==> src/rtl/core/imufd_pkg.sv <==
// ----------------------------------------------------------------------------
// imufd_pkg
// Shared types and constants of the imu frame deframer.
// ----------------------------------------------------------------------------
package imufd_pkg;

    // frame layout
    localparam int CHANNELS = 16;
    localparam int ADDR_W   = (CHANNELS > 1) ? $clog2(CHANNELS) : 1;
    localparam int IDX_W    = $clog2(CHANNELS + 1);

    // field widths
    localparam int BYTE_W  = 8;
    localparam int WORD_W  = 24;
    localparam int CHAN_W  = 4;
    localparam int VALUE_W = 25;
    localparam int MDATA_W = 32;

    // configuration port
    localparam int PADDR_W = 4;
    localparam int PDATA_W = 32;

    localparam logic [1:0] REG_SYNC    = 2'd0;
    localparam logic [1:0] REG_TRAILER = 2'd1;
    localparam logic [1:0] REG_OFFSET  = 2'd2;

    localparam logic [BYTE_W-1:0] SYNC_RESET    = 8'h50;
    localparam logic [WORD_W-1:0] TRAILER_RESET = 24'd1128000;
    localparam logic [WORD_W-1:0] OFFSET_RESET  = 24'd1000000;

    // word store write port
    typedef struct packed {
        logic              we;
        logic [ADDR_W-1:0] addr;
        logic [WORD_W-1:0] data;
    } store_wr_t;

endpackage

==> src/rtl/core/imufd_ram.sv <==
// ----------------------------------------------------------------------------
// imufd_ram
// Generic single write port, single read port RAM with registered read.
// ----------------------------------------------------------------------------
module imufd_ram #(
    parameter int WIDTH = 8,
    parameter int DEPTH = 16,
    localparam int AW = (DEPTH > 1) ? $clog2(DEPTH) : 1
) (
    input  logic             aclk,
    input  logic             we,
    input  logic [AW-1:0]    waddr,
    input  logic [WIDTH-1:0] wdata,
    input  logic             re,
    input  logic [AW-1:0]    raddr,
    output logic [WIDTH-1:0] rdata
);

    logic [WIDTH-1:0] mem [DEPTH];
    logic [WIDTH-1:0] rdata_reg;

    // write port and registered read port
    always_ff @(posedge aclk) begin
        if (we) begin
            mem[waddr] <= wdata;
        end
        if (re) begin
            rdata_reg <= mem[raddr];
        end
    end

    assign rdata = rdata_reg;

endmodule

==> src/rtl/core/imufd_framer.sv <==
// ----------------------------------------------------------------------------
// imufd_framer
// Hunts for the sync byte, assembles big-endian 24-bit words, writes them
// into the word store and checks the trailer at the end of the frame.
// ----------------------------------------------------------------------------
module imufd_framer (
    input  logic                          aclk,
    input  logic                          aresetn,
    input  logic                          byte_valid,
    output logic                          byte_ready,
    input  logic [imufd_pkg::BYTE_W-1:0]  byte_data,
    input  logic [imufd_pkg::BYTE_W-1:0]  sync_byte,
    input  logic [imufd_pkg::WORD_W-1:0]  trailer_word,
    input  logic                          drain_busy,
    output imufd_pkg::store_wr_t          store_wr,
    output logic                          drain_start
);
    import imufd_pkg::*;

    localparam logic [1:0] PH_HIGH = 2'd0;
    localparam logic [1:0] PH_MID  = 2'd1;
    localparam logic [1:0] PH_LOW  = 2'd2;

    logic              hunt_reg,    hunt_next;
    logic [1:0]        phase_reg,   phase_next;
    logic [IDX_W-1:0]  idx_reg,     idx_next;
    logic [15:0]       partial_reg, partial_next;
    logic              start_reg,   start_next;
    logic              accept;
    logic [WORD_W-1:0] word;

    assign byte_ready = !drain_busy && !start_reg;
    assign accept     = byte_valid && byte_ready;
    assign word       = {partial_reg, byte_data};

    // byte sequencing
    always_comb begin
        hunt_next    = hunt_reg;
        phase_next   = phase_reg;
        idx_next     = idx_reg;
        partial_next = partial_reg;
        start_next   = 1'b0;
        store_wr     = '0;
        store_wr.addr = idx_reg[ADDR_W-1:0];
        store_wr.data = word;
        if (accept) begin
            if (hunt_reg) begin
                if (byte_data == sync_byte) begin
                    hunt_next  = 1'b0;
                    phase_next = PH_HIGH;
                    idx_next   = '0;
                end
            end else begin
                unique case (phase_reg)
                    PH_HIGH: begin
                        partial_next = {8'd0, byte_data};
                        phase_next   = PH_MID;
                    end
                    PH_MID: begin
                        partial_next = {partial_reg[7:0], byte_data};
                        phase_next   = PH_LOW;
                    end
                    PH_LOW: begin
                        phase_next = PH_HIGH;
                        if (idx_reg == IDX_W'(CHANNELS)) begin
                            // trailer word closes the frame
                            hunt_next  = 1'b1;
                            start_next = (word == trailer_word);
                        end else begin
                            store_wr.we = 1'b1;
                            idx_next    = idx_reg + IDX_W'(1);
                        end
                    end
                    default: begin
                        phase_next = PH_HIGH;
                    end
                endcase
            end
        end
    end

    // control state
    always_ff @(posedge aclk) begin
        if (!aresetn) begin
            hunt_reg    <= 1'b1;
            phase_reg   <= PH_HIGH;
            idx_reg     <= '0;
            partial_reg <= '0;
            start_reg   <= 1'b0;
        end else begin
            hunt_reg    <= hunt_next;
            phase_reg   <= phase_next;
            idx_reg     <= idx_next;
            partial_reg <= partial_next;
            start_reg   <= start_next;
        end
    end

    assign drain_start = start_reg;

endmodule

==> src/rtl/core/imufd_drain.sv <==
// ----------------------------------------------------------------------------
// imufd_drain
// Reads the stored words back one channel at a time, removes the offset in
// one shared subtractor and hands each result to the output register.
// ----------------------------------------------------------------------------
module imufd_drain (
    input  logic                                 aclk,
    input  logic                                 aresetn,
    input  logic                                 start,
    input  logic [imufd_pkg::WORD_W-1:0]         value_offset,
    output logic                                 busy,
    output logic                                 rd_en,
    output logic [imufd_pkg::ADDR_W-1:0]         rd_addr,
    input  logic [imufd_pkg::WORD_W-1:0]         rd_data,
    output logic                                 out_valid,
    input  logic                                 out_ready,
    output logic [imufd_pkg::CHAN_W-1:0]         out_channel,
    output logic signed [imufd_pkg::VALUE_W-1:0] out_value,
    output logic                                 out_last
);
    import imufd_pkg::*;

    localparam logic [1:0] S_IDLE  = 2'd0;
    localparam logic [1:0] S_FETCH = 2'd1;
    localparam logic [1:0] S_LOAD  = 2'd2;

    logic [1:0]                state_reg, state_next;
    logic [ADDR_W-1:0]         cnt_reg,   cnt_next;
    logic                      valid_reg, valid_next;
    logic [CHAN_W-1:0]         chan_reg,  chan_next;
    logic signed [VALUE_W-1:0] value_reg, value_next;
    logic                      last_reg,  last_next;
    logic                      is_last;
    logic                      slot_free;
    logic signed [VALUE_W-1:0] diff;

    // shared subtract unit
    assign diff = $signed({1'b0, rd_data}) - $signed({1'b0, value_offset});

    assign is_last   = (cnt_reg == ADDR_W'(CHANNELS - 1));
    assign slot_free = !valid_reg || out_ready;

    // channel sequencer
    always_comb begin
        state_next = state_reg;
        cnt_next   = cnt_reg;
        valid_next = valid_reg && !out_ready;
        chan_next  = chan_reg;
        value_next = value_reg;
        last_next  = last_reg;
        rd_en      = 1'b0;
        unique case (state_reg)
            S_IDLE: begin
                if (start) begin
                    cnt_next   = '0;
                    state_next = S_FETCH;
                end
            end
            S_FETCH: begin
                rd_en      = 1'b1;
                state_next = S_LOAD;
            end
            S_LOAD: begin
                if (slot_free) begin
                    valid_next = 1'b1;
                    chan_next  = CHAN_W'(cnt_reg);
                    value_next = diff;
                    last_next  = is_last;
                    if (is_last) begin
                        state_next = S_IDLE;
                    end else begin
                        cnt_next   = cnt_reg + ADDR_W'(1);
                        state_next = S_FETCH;
                    end
                end
            end
            default: begin
                state_next = S_IDLE;
            end
        endcase
    end

    // control state
    always_ff @(posedge aclk) begin
        if (!aresetn) begin
            state_reg <= S_IDLE;
            cnt_reg   <= '0;
            valid_reg <= 1'b0;
        end else begin
            state_reg <= state_next;
            cnt_reg   <= cnt_next;
            valid_reg <= valid_next;
        end
    end

    // result payload
    always_ff @(posedge aclk) begin
        chan_reg  <= chan_next;
        value_reg <= value_next;
        last_reg  <= last_next;
    end

    assign busy        = (state_reg != S_IDLE);
    assign rd_addr     = cnt_reg;
    assign out_valid   = valid_reg;
    assign out_channel = chan_reg;
    assign out_value   = value_reg;
    assign out_last    = last_reg;

endmodule

==> src/rtl/core/imu_frame_deframer.sv <==
// ----------------------------------------------------------------------------
// imu_frame_deframer
// Byte stream to channel values: sync hunt, 24-bit word assembly, trailer
// check and offset removal, with an apb register port.
// ----------------------------------------------------------------------------
// flow: bytes are accepted while s_tready is high; a good trailer beat is registered
//   as the drain start, then each word is read from the ram into its read register
//   and passed through the subtractor into the output register, one word at a time
// input: after a good trailer s_tready stays low (also through output stalls)
//   while the words are read back through the single ram read port and the one shared subtractor
// reset: synchronous, active low; registers return to defaults, sync hunt
module imu_frame_deframer (
    input  logic                           aclk,
    input  logic                           aresetn,
    // input bytes
    input  logic                           s_tvalid,
    output logic                           s_tready,
    input  logic [imufd_pkg::BYTE_W-1:0]   s_tdata,   // [7:0] data_byte
    // results
    output logic                           m_tvalid,
    input  logic                           m_tready,
    output logic [imufd_pkg::MDATA_W-1:0]  m_tdata,   // [3:0] channel, [28:4] value, zero pad
    output logic                           m_tlast,
    // register port
    input  logic                           psel,
    input  logic                           penable,
    input  logic                           pwrite,
    input  logic [imufd_pkg::PADDR_W-1:0]  paddr,
    input  logic [imufd_pkg::PDATA_W-1:0]  pwdata,
    output logic [imufd_pkg::PDATA_W-1:0]  prdata,
    output logic                           pready
);
    import imufd_pkg::*;

    logic [BYTE_W-1:0]         sync_reg,    sync_next;
    logic [WORD_W-1:0]         trailer_reg, trailer_next;
    logic [WORD_W-1:0]         offset_reg,  offset_next;
    logic                      wr_en;
    logic [1:0]                reg_idx;
    store_wr_t                 store_wr;
    logic                      drain_start;
    logic                      drain_busy;
    logic                      rd_en;
    logic [ADDR_W-1:0]         rd_addr;
    logic [WORD_W-1:0]         rd_data;
    logic [CHAN_W-1:0]         out_channel;
    logic signed [VALUE_W-1:0] out_value;

    // register decode
    assign pready  = 1'b1;
    assign wr_en   = psel && penable && pwrite && pready;
    assign reg_idx = paddr[3:2];

    always_comb begin
        sync_next    = sync_reg;
        trailer_next = trailer_reg;
        offset_next  = offset_reg;
        prdata       = '0;
        unique case (reg_idx)
            REG_SYNC: begin
                prdata = PDATA_W'(sync_reg);
                if (wr_en) sync_next = pwdata[BYTE_W-1:0];
            end
            REG_TRAILER: begin
                prdata = PDATA_W'(trailer_reg);
                if (wr_en) trailer_next = pwdata[WORD_W-1:0];
            end
            REG_OFFSET: begin
                prdata = PDATA_W'(offset_reg);
                if (wr_en) offset_next = pwdata[WORD_W-1:0];
            end
            default: begin
                prdata = '0;
            end
        endcase
    end

    always_ff @(posedge aclk) begin
        if (!aresetn) begin
            sync_reg    <= SYNC_RESET;
            trailer_reg <= TRAILER_RESET;
            offset_reg  <= OFFSET_RESET;
        end else begin
            sync_reg    <= sync_next;
            trailer_reg <= trailer_next;
            offset_reg  <= offset_next;
        end
    end

    // byte framing
    imufd_framer u_framer (
        .aclk         (aclk),
        .aresetn      (aresetn),
        .byte_valid   (s_tvalid),
        .byte_ready   (s_tready),
        .byte_data    (s_tdata),
        .sync_byte    (sync_reg),
        .trailer_word (trailer_reg),
        .drain_busy   (drain_busy),
        .store_wr     (store_wr),
        .drain_start  (drain_start)
    );

    // word store
    imufd_ram #(
        .WIDTH (WORD_W),
        .DEPTH (CHANNELS)
    ) u_store (
        .aclk  (aclk),
        .we    (store_wr.we),
        .waddr (store_wr.addr),
        .wdata (store_wr.data),
        .re    (rd_en),
        .raddr (rd_addr),
        .rdata (rd_data)
    );

    // readback and offset removal
    imufd_drain u_drain (
        .aclk         (aclk),
        .aresetn      (aresetn),
        .start        (drain_start),
        .value_offset (offset_reg),
        .busy         (drain_busy),
        .rd_en        (rd_en),
        .rd_addr      (rd_addr),
        .rd_data      (rd_data),
        .out_valid    (m_tvalid),
        .out_ready    (m_tready),
        .out_channel  (out_channel),
        .out_value    (out_value),
        .out_last     (m_tlast)
    );

    assign m_tdata = {{(MDATA_W - CHAN_W - VALUE_W){1'b0}}, out_value, out_channel};

endmodule

==> config.mk <==
export PLATFORM = sky130hd
export DESIGN_NAME = imu_frame_deframer
export DESIGN_NICKNAME = d
export VERILOG_FILES = /design/src/rtl/core/imufd_pkg.sv /design/src/rtl/core/imufd_ram.sv /design/src/rtl/core/imufd_framer.sv /design/src/rtl/core/imufd_drain.sv /design/src/rtl/core/imu_frame_deframer.sv
export SDC_FILE = /design/constraint.sdc
export NUM_CORES = 1
export LEC_CHECK = 0
export BUFFER_PORTS_ARGS = -buffer_cell sky130_fd_sc_hd__buf_2
export CAP_MARGIN = 20
export CORE_ASPECT_RATIO = 1.2
export CORE_MARGIN = 3
export CORE_UTILIZATION = 41
export CTS_CLUSTER_DIAMETER = 60
export DETAILED_ROUTE_END_ITERATION = 6
export SLEW_MARGIN = 20
export SYNTH_ARGS = -nofsm -noshare
export SYNTH_HDL_FRONTEND = slang
export SYNTH_SLANG_ARGS = --single-unit
export TNS_END_PERCENT = 30
==> constraint.sdc <==
create_clock -name aclk -period 4 [get_ports aclk]
set_input_delay 0.4 -clock aclk [delete_from_list [all_inputs] [get_ports aclk]]
set_output_delay 0.4 -clock aclk [all_outputs]
set_load 0.005 [all_outputs]
==> flow_summary.json, run 1 <==
{
  "reg2reg_to": "u_drain.out_value[20]",
  "drt_iter0_drc": 1039,
  "io_buffers": 96,
  "wl_um": 52710,
  "fillers": 4391,
  "arrival_ns": 3.33,
  "die-area_sq_um": 55830,
  "regMostFlops": "u_store.mem",
  "fin_tns_setup_ns": 0,
  "drive_above_1_share": 0.2420,
  "hold_slack_ns": 0.05653,
  "async_flop_share": 0,
  "powerDensity_nw_per_um2": 433.7,
  "antenna_left": 0,
  "postCtsSetupBuffers": 0,
  "hp-class": "input port to register",
  "cts_resized": 0,
  "power_leakage_nw": 8.699,
  "root_buffer": "clkbuf_16",
  "grt_overflow_total": 0,
  "dp_hpwl_um": 33560,
  "worst_setup_path_start_kind": "register",
  "crit_path_end": "u_drain.out_value[20]",
  "synth_top_area_frac": 0.6051,
  "cts_made_buffers": 51,
  "max-cap-violations": 0,
  "slew_headroom": 0.2181,
  "synthTopCellsByArea": "edfxtp_1 61%, mux4_2 12%, dfxtp_1 8.1%",
  "ios": 119,
  "clk_latency_ns": 0.57,
  "critical_path_class": "register to register",
  "cp-end-kind": "register",
  "yosysTopAreaCell": "edfxtp_1",
  "grtUsageTotal": 0.1868,
  "final_max_slew_viol_count": 0,
  "synth_cells": 1337,
  "synth_edf_count": 438,
  "grt_pass1_wl_um": 78130,
  "vias_per_cell": 5.482,
  "fin_skew_ns": 0.01345,
  "wire_per_inst_um": 23.95,
  "synth_cell_types": 58,
  "min_period_over_period": 0.7543,
  "initial_core_util": 0.4187,
  "cts_tree": "built",
  "die_h_um": 258.2,
  "nets": 1542,
  "yosysWarnings": 0,
  "yosysMostFrequentCell": "edfxtp_1",
  "clock_path_buffers": 3,
  "num_rows": 91,
  "yosysSeqAreaShare": 0.6861,
  "grt_max_degree": 62,
  "yosys_register_bits": 526,
  "r2r_cells": 10,
  "htree_levels": 2,
  "cts_hold_buf": 0,
  "syn_area_sq_um": 21740,
  "ir_worst_vdd_mv": 0.3714,
  "crit_fanout": 5,
  "synth.avg_cell_area_sq_um": 16.26,
  "setup-violations-final": 0,
  "rrSetupSlack_ns": 0.98,
  "path_clk_slew_ns": 0.06,
  "required_ns": 4.31,
  "die_width_um": 216.2,
  "worstHoldStart": "pwdata[20]",
  "r2r-start": "u_store.rdata[0]",
  "startpoint": "u_store.rdata[0]",
  "coreArea_sq_um": 51920,
  "antenna_found_initial": 1,
  "first_pass_iters": 5,
  "worst_pin_slew_ns": 1.164,
  "largest_reg_flops": 384,
  "synthTopCellsByCount": "438 x edfxtp_1, 168 x nand2_1, 120 x mux4_2",
  "grt_setup_unrepaired": "false",
  "synth_ff_type": "edfxtp_1",
  "n_antenna_cell": 0,
  "grt_pass1_vias": 12230,
  "gp_congestion": 0.8736,
  "clock.fmax_mhz": 331.4,
  "status": "completed",
  "final-hold-violation-count": 0,
  "route.vias.total": 12070,
  "syn2layout_area_growth_pct": 14.39,
  "final.min_clock_period_ns": 3.017,
  "clock_sinks": 526,
  "drc_errors": 0
}
## power breakdown
group          switching, mW  total, mW  internal [mW]
combinational          0.125      0.193         0.0680
sequential           0.00933       5.89           5.88
clock                   2.01       4.70           2.69
total                   2.15       10.8           8.64
## layout make-up
| type | count | area (sq um) | share of cell area |
|---|---|---|---|
| clock buffers | 63 | 1321 | 0.05314 |
| clock inverters | 33 | 314.1 | 0.01263 |
| inverters | 31 | 116.4 | 0.004680 |
| multi-input cells | 714 | 6480 | 0.2606 |
| flip-flops and latches | 526 | 14920 | 0.6002 |
| well taps | 697 | 872.1 | 0.03507 |
| repair buffers | 137 | 838.3 | 0.03371 |
## layer usage
metal  track usage  routed length [um]  vias to the layer above
met5             0                  13                        -
met4       0.06076                1446                        2
met3       0.02721                2508                       77
li1              -                   -                     5404
met1        0.2389               21640                     6231
met2        0.3291               27100                      352
## through the flow
stage	instances	setup WS [ns]	power (mW)	utilization	cell area (sq um)
CTS	2201	0.9400	10.89	0.4789	24870
finish	2201	0.9826	10.78	0.4789	24870
detailed placement	2105	0.9574	6.197	0.4474	23230
floorplan	1347	0.5365	6.107	-	21770
global route	2201	0.7499	11.11	0.4789	24870
global placement	2105	0.9774	6.194	0.4474	23230
## how the worst min path moves through the flow
stage,end,slack [ns],depth (start not counted)
6_report,trailer_reg[20],0.06,3
5_1_grt,trailer_reg[20],0.05,3
4_1_cts,trailer_reg[20],0.04,3
3_5_place_dp,offset_reg[12],0.47,2
3_3_place_gp,offset_reg[13],0.46,2
2_1_floorplan,u_drain.out_channel[2],0.40,0
## cell families after synthesis
group	synth area share
DFF	0.6861
and+or+nand+nor	0.06401
AOI/OAI and AO/OA	0.05958
muxes	0.1285
buffers and inverters	0.02331
xor gates and xnor gates	0.02055
adders and majority gates	0.01761
other	0.0003455
## cell usage in the layout, fill, tap and decap left out, types with 7 or more instances in the layout
cell type	instances
clkinv_2	10
clkbuf_1	12
inv_1	31
conb_1	12
a21oi_1	33
nand2_1	168
buf_4	37
clkinv_1	8
a22o_1	16
nand4_1	10
o21a_1	8
a21boi_1	35
clkbuf_16	51
nor2_4	12
buf_2	96
mux4_2	120
xor2_1	27
a21boi_0	26
nand3_1	25
ha_1	29
o21ai_0	18
dfxtp_1	85
nor2b_1	13
nor4_1	7
nor2_1	22
nand2b_1	8
mux2i_1	9
xnor2_1	24
a21o_1	8
o211ai_1	13
nor3_1	11
edfxtp_1	438
## critical path: stages, from the launching register on
cell and delay, ns:
edfxtp_1 0.36, inv_1 0.06, ha_1 0.15, inv_1 0.05, fa_1 0.40, a21o_1 0.23
a221oi_2 0.49, a21oi_1 0.19, o21ai_1 0.45, o211ai_1 0.22, xor2_1 0.18
Power figures use the tool's default switching activity.
==> inputs of run 2 (changes only) <==
==> constraint.sdc (replaced) <==
create_clock -name aclk -period 3.2 [get_ports aclk]
set_input_delay 0.32 -clock aclk [delete_from_list [all_inputs] [get_ports aclk]]
set_output_delay 0.32 -clock aclk [all_outputs]
set_load 0.005 [all_outputs]
==> flow_summary.json, run 2 (synthesis results as in run 1) <==
{
  "status": "completed",
  "p_seq_frac": 0.544,
  "vias_per_cell": 5.461,
  "fillers": 4384,
  "clk_latency_ns": 0.58,
  "htree_levels": 2,
  "clock_path_buffers": 3,
  "critical-path-top-delay-family": "compound AO/OA/AOI/OAI gates",
  "p_comb_frac": 0.020,
  "antenna_left": 0,
  "required_ns": 3.51,
  "r2r_cells": 11,
  "cp-end-kind": "register",
  "path_cells": "inv_1, ha_1, inv_1, fa_1, a21o_1, a221oi_2, buf_4, a21oi_1, o21ai_1, o211ai_1, xor2_1",
  "max-cap-violations": 0,
  "die_width_um": 216.2,
  "reg2reg_to": "u_drain.out_value[20]",
  "crit_fanout": 5,
  "slew_headroom": 0.3138,
  "ios": 119,
  "power_switching_mw": 2.694,
  "grt_pass1_wl_um": 81370,
  "num_rows": 91,
  "swShare": 0.1993,
  "largest_reg_flops": 384,
  "drc_errors": 0,
  "grt_setup_unrepaired": "false",
  "grtUsageTotal": 0.1946,
  "min_period_over_period": 0.8811,
  "clock.fmax_mhz": 354.7,
  "grt_pass1_vias": 12820,
  "n_antenna_cell": 0,
  "die-area_sq_um": 55830,
  "worst_pin_slew_ns": 1.024,
  "nets": 1579,
  "gp_congestion": 0.9178,
  "postCtsSetupBuffers": 0,
  "arrival_ns": 3.13,
  "setup-violations-final": 0,
  "dp_hpwl_um": 34370,
  "r2r-start": "u_store.rdata[0]",
  "root_buffer": "clkbuf_16",
  "regMostFlops": "u_store.mem",
  "wire_per_inst_um": 24.11,
  "first_pass_iters": 7,
  "wl_um": 53950,
  "cts_hold_buf": 18,
  "critical_path_class": "register to register",
  "clock_sinks": 526,
  "path_clk_slew_ns": 0.06,
  "max_stage_delay_ns": 0.45,
  "fin_ws_ns": 0.3805,
  "whs_path_depth": 3,
  "whs_endpoint": "trailer_reg[18]",
  "initial_core_util": 0.4187,
  "fin_tns_setup_ns": 0,
  "path_common_cell": "inv_1",
  "grt_max_degree": 41,
  "p_int_mw": 10.83,
  "grt_overflow_total": 0,
  "ir_worst_vdd_mv": 0.4753,
  "post-place-ws_ns": 0.3808,
  "final_cell_mix": "438 x edfxtp_1, 168 x nand2_1, 120 x mux4_2, 96 x buf_2, 85 x dfxtp_1",
  "drt_iter0_drc": 1054,
  "io_buffers": 96,
  "clkPwrFrac": 0.436,
  "drive_above_1_share": 0.2448,
  "powerDensity_nw_per_um2": 533.6,
  "worst-path-buf-inv": 3,
  "die_h_um": 258.2,
  "layout_commonest_cell": "edfxtp_1",
  "final.min_clock_period_ns": 2.819,
  "cts_made_buffers": 52,
  "startpoint": "u_store.rdata[0]",
  "cts_tree": "built",
  "final-hold-violation-count": 0,
  "hp-class": "input port to register",
  "worst_setup_path_start_kind": "register",
  "syn2layout_area_growth_pct": 16.57,
  "slowest_stage": "o21ai_1",
  "antenna_found_initial": 1,
  "fin_skew_ns": 0.01976,
  "cts_resized": 0,
  "rrSetupSlack_ns": 0.38,
  "post-route-util": 0.4880,
  "worstHoldStart": "pwdata[18]",
  "route.vias.total": 12220,
  "coreArea_sq_um": 51920,
  "power_leakage_nw": 8.857,
  "final_max_slew_viol_count": 0
}
run 2: cell types whose count changed in the layout (fill, tap and decap cells not counted), moves of 2 or more:
| cell | before | now |
|---|---|---|
| dlygate4sd3_1 | 0 | 18 |
| buf_12 | 4 | 15 |
| buf_4 | 37 | 44 |
| inv_6 | 5 | 0 |
| clkbuf_1 | 12 | 15 |
| clkbuf_16 | 51 | 54 |
| clkinv_1 | 8 | 11 |
| clkinv_2 | 10 | 7 |
| bufinv_16 | 5 | 3 |
| clkbuf_8 | 0 | 2 |
| clkinv_4 | 2 | 0 |
| nor3_4 | 0 | 2 |
run 2: area by class of cell:
type,count,area (sq um),share of cell area
Clock buffer,71,1435,0.05664
Clock inverter,25,202.7,0.008000
Inverter,31,116.4,0.004592
Multi-Input combinational cell,714,6497,0.2564
Sequential cell,526,14920,0.5890
Tap cell,697,872.1,0.03442
Timing Repair Buffer,173,1291,0.05096
run 2: per-stage QoR:
step | instances | hold WS [ns] | power [mW] | area (sq um)
final | 2237 | 0.01786 | 13.52 | 25340
after global routing | 2237 | 0.01872 | 13.92 | 25340
after CTS | 2237 | 0.0008319 | 13.64 | 25340
after detailed placement | 2123 | 0.4625 | 7.756 | 23520
after global placement | 2123 | 0.4581 | 7.751 | 23520
after floorplan | 1347 | 0.4029 | 7.633 | 21780
run 2: how the worst max path moves through the flow:
stage                            endpoint  slack (ns)  depth (start not counted)
finish              u_drain.out_value[20]        0.38                         11
global route        u_drain.out_value[20]        0.23                         11
CTS                 u_drain.out_value[20]        0.37                         11
detailed placement  u_drain.out_value[20]        0.38                         11
global placement    u_drain.out_value[20]        0.40                         11
floorplan               u_store.mem[0][0]       -0.24                          7
run 2: layer usage:
metal | up-vias | share of wire | GRT usage
met2 | 378 | 0.51 | 0.3445
met5 | - | 0 | 0
met1 | 6263 | 0.40 | 0.2452
met4 | 0 | 0.033 | 0.06751
li1 | 5475 | - | -
met3 | 100 | 0.049 | 0.02885
run 2: power by group through the flow:
| stage | clock network (mW) | registers, mW | logic, mW |
|---|---|---|---|
| 2_1_floorplan | 0 | 7.50 | 0.129 |
| 3_3_place_gp | 0 | 7.51 | 0.245 |
| 3_5_place_dp | 0 | 7.51 | 0.250 |
| 4_1_cts | 6.01 | 7.36 | 0.268 |
| 5_1_grt | 6.27 | 7.36 | 0.292 |
| 6_report | 5.89 | 7.36 | 0.268 |
run 2: worst reg2reg max path: cells and delay by family, from the launching register on:
family,cells,cell delay (ns)
AOI/OAI and AO/OA,5,1.17
xor gates and xnor gates,1,0.18
adders and majority gates,2,0.54
buffers and inverters,3,0.31
DFF,1,0.36
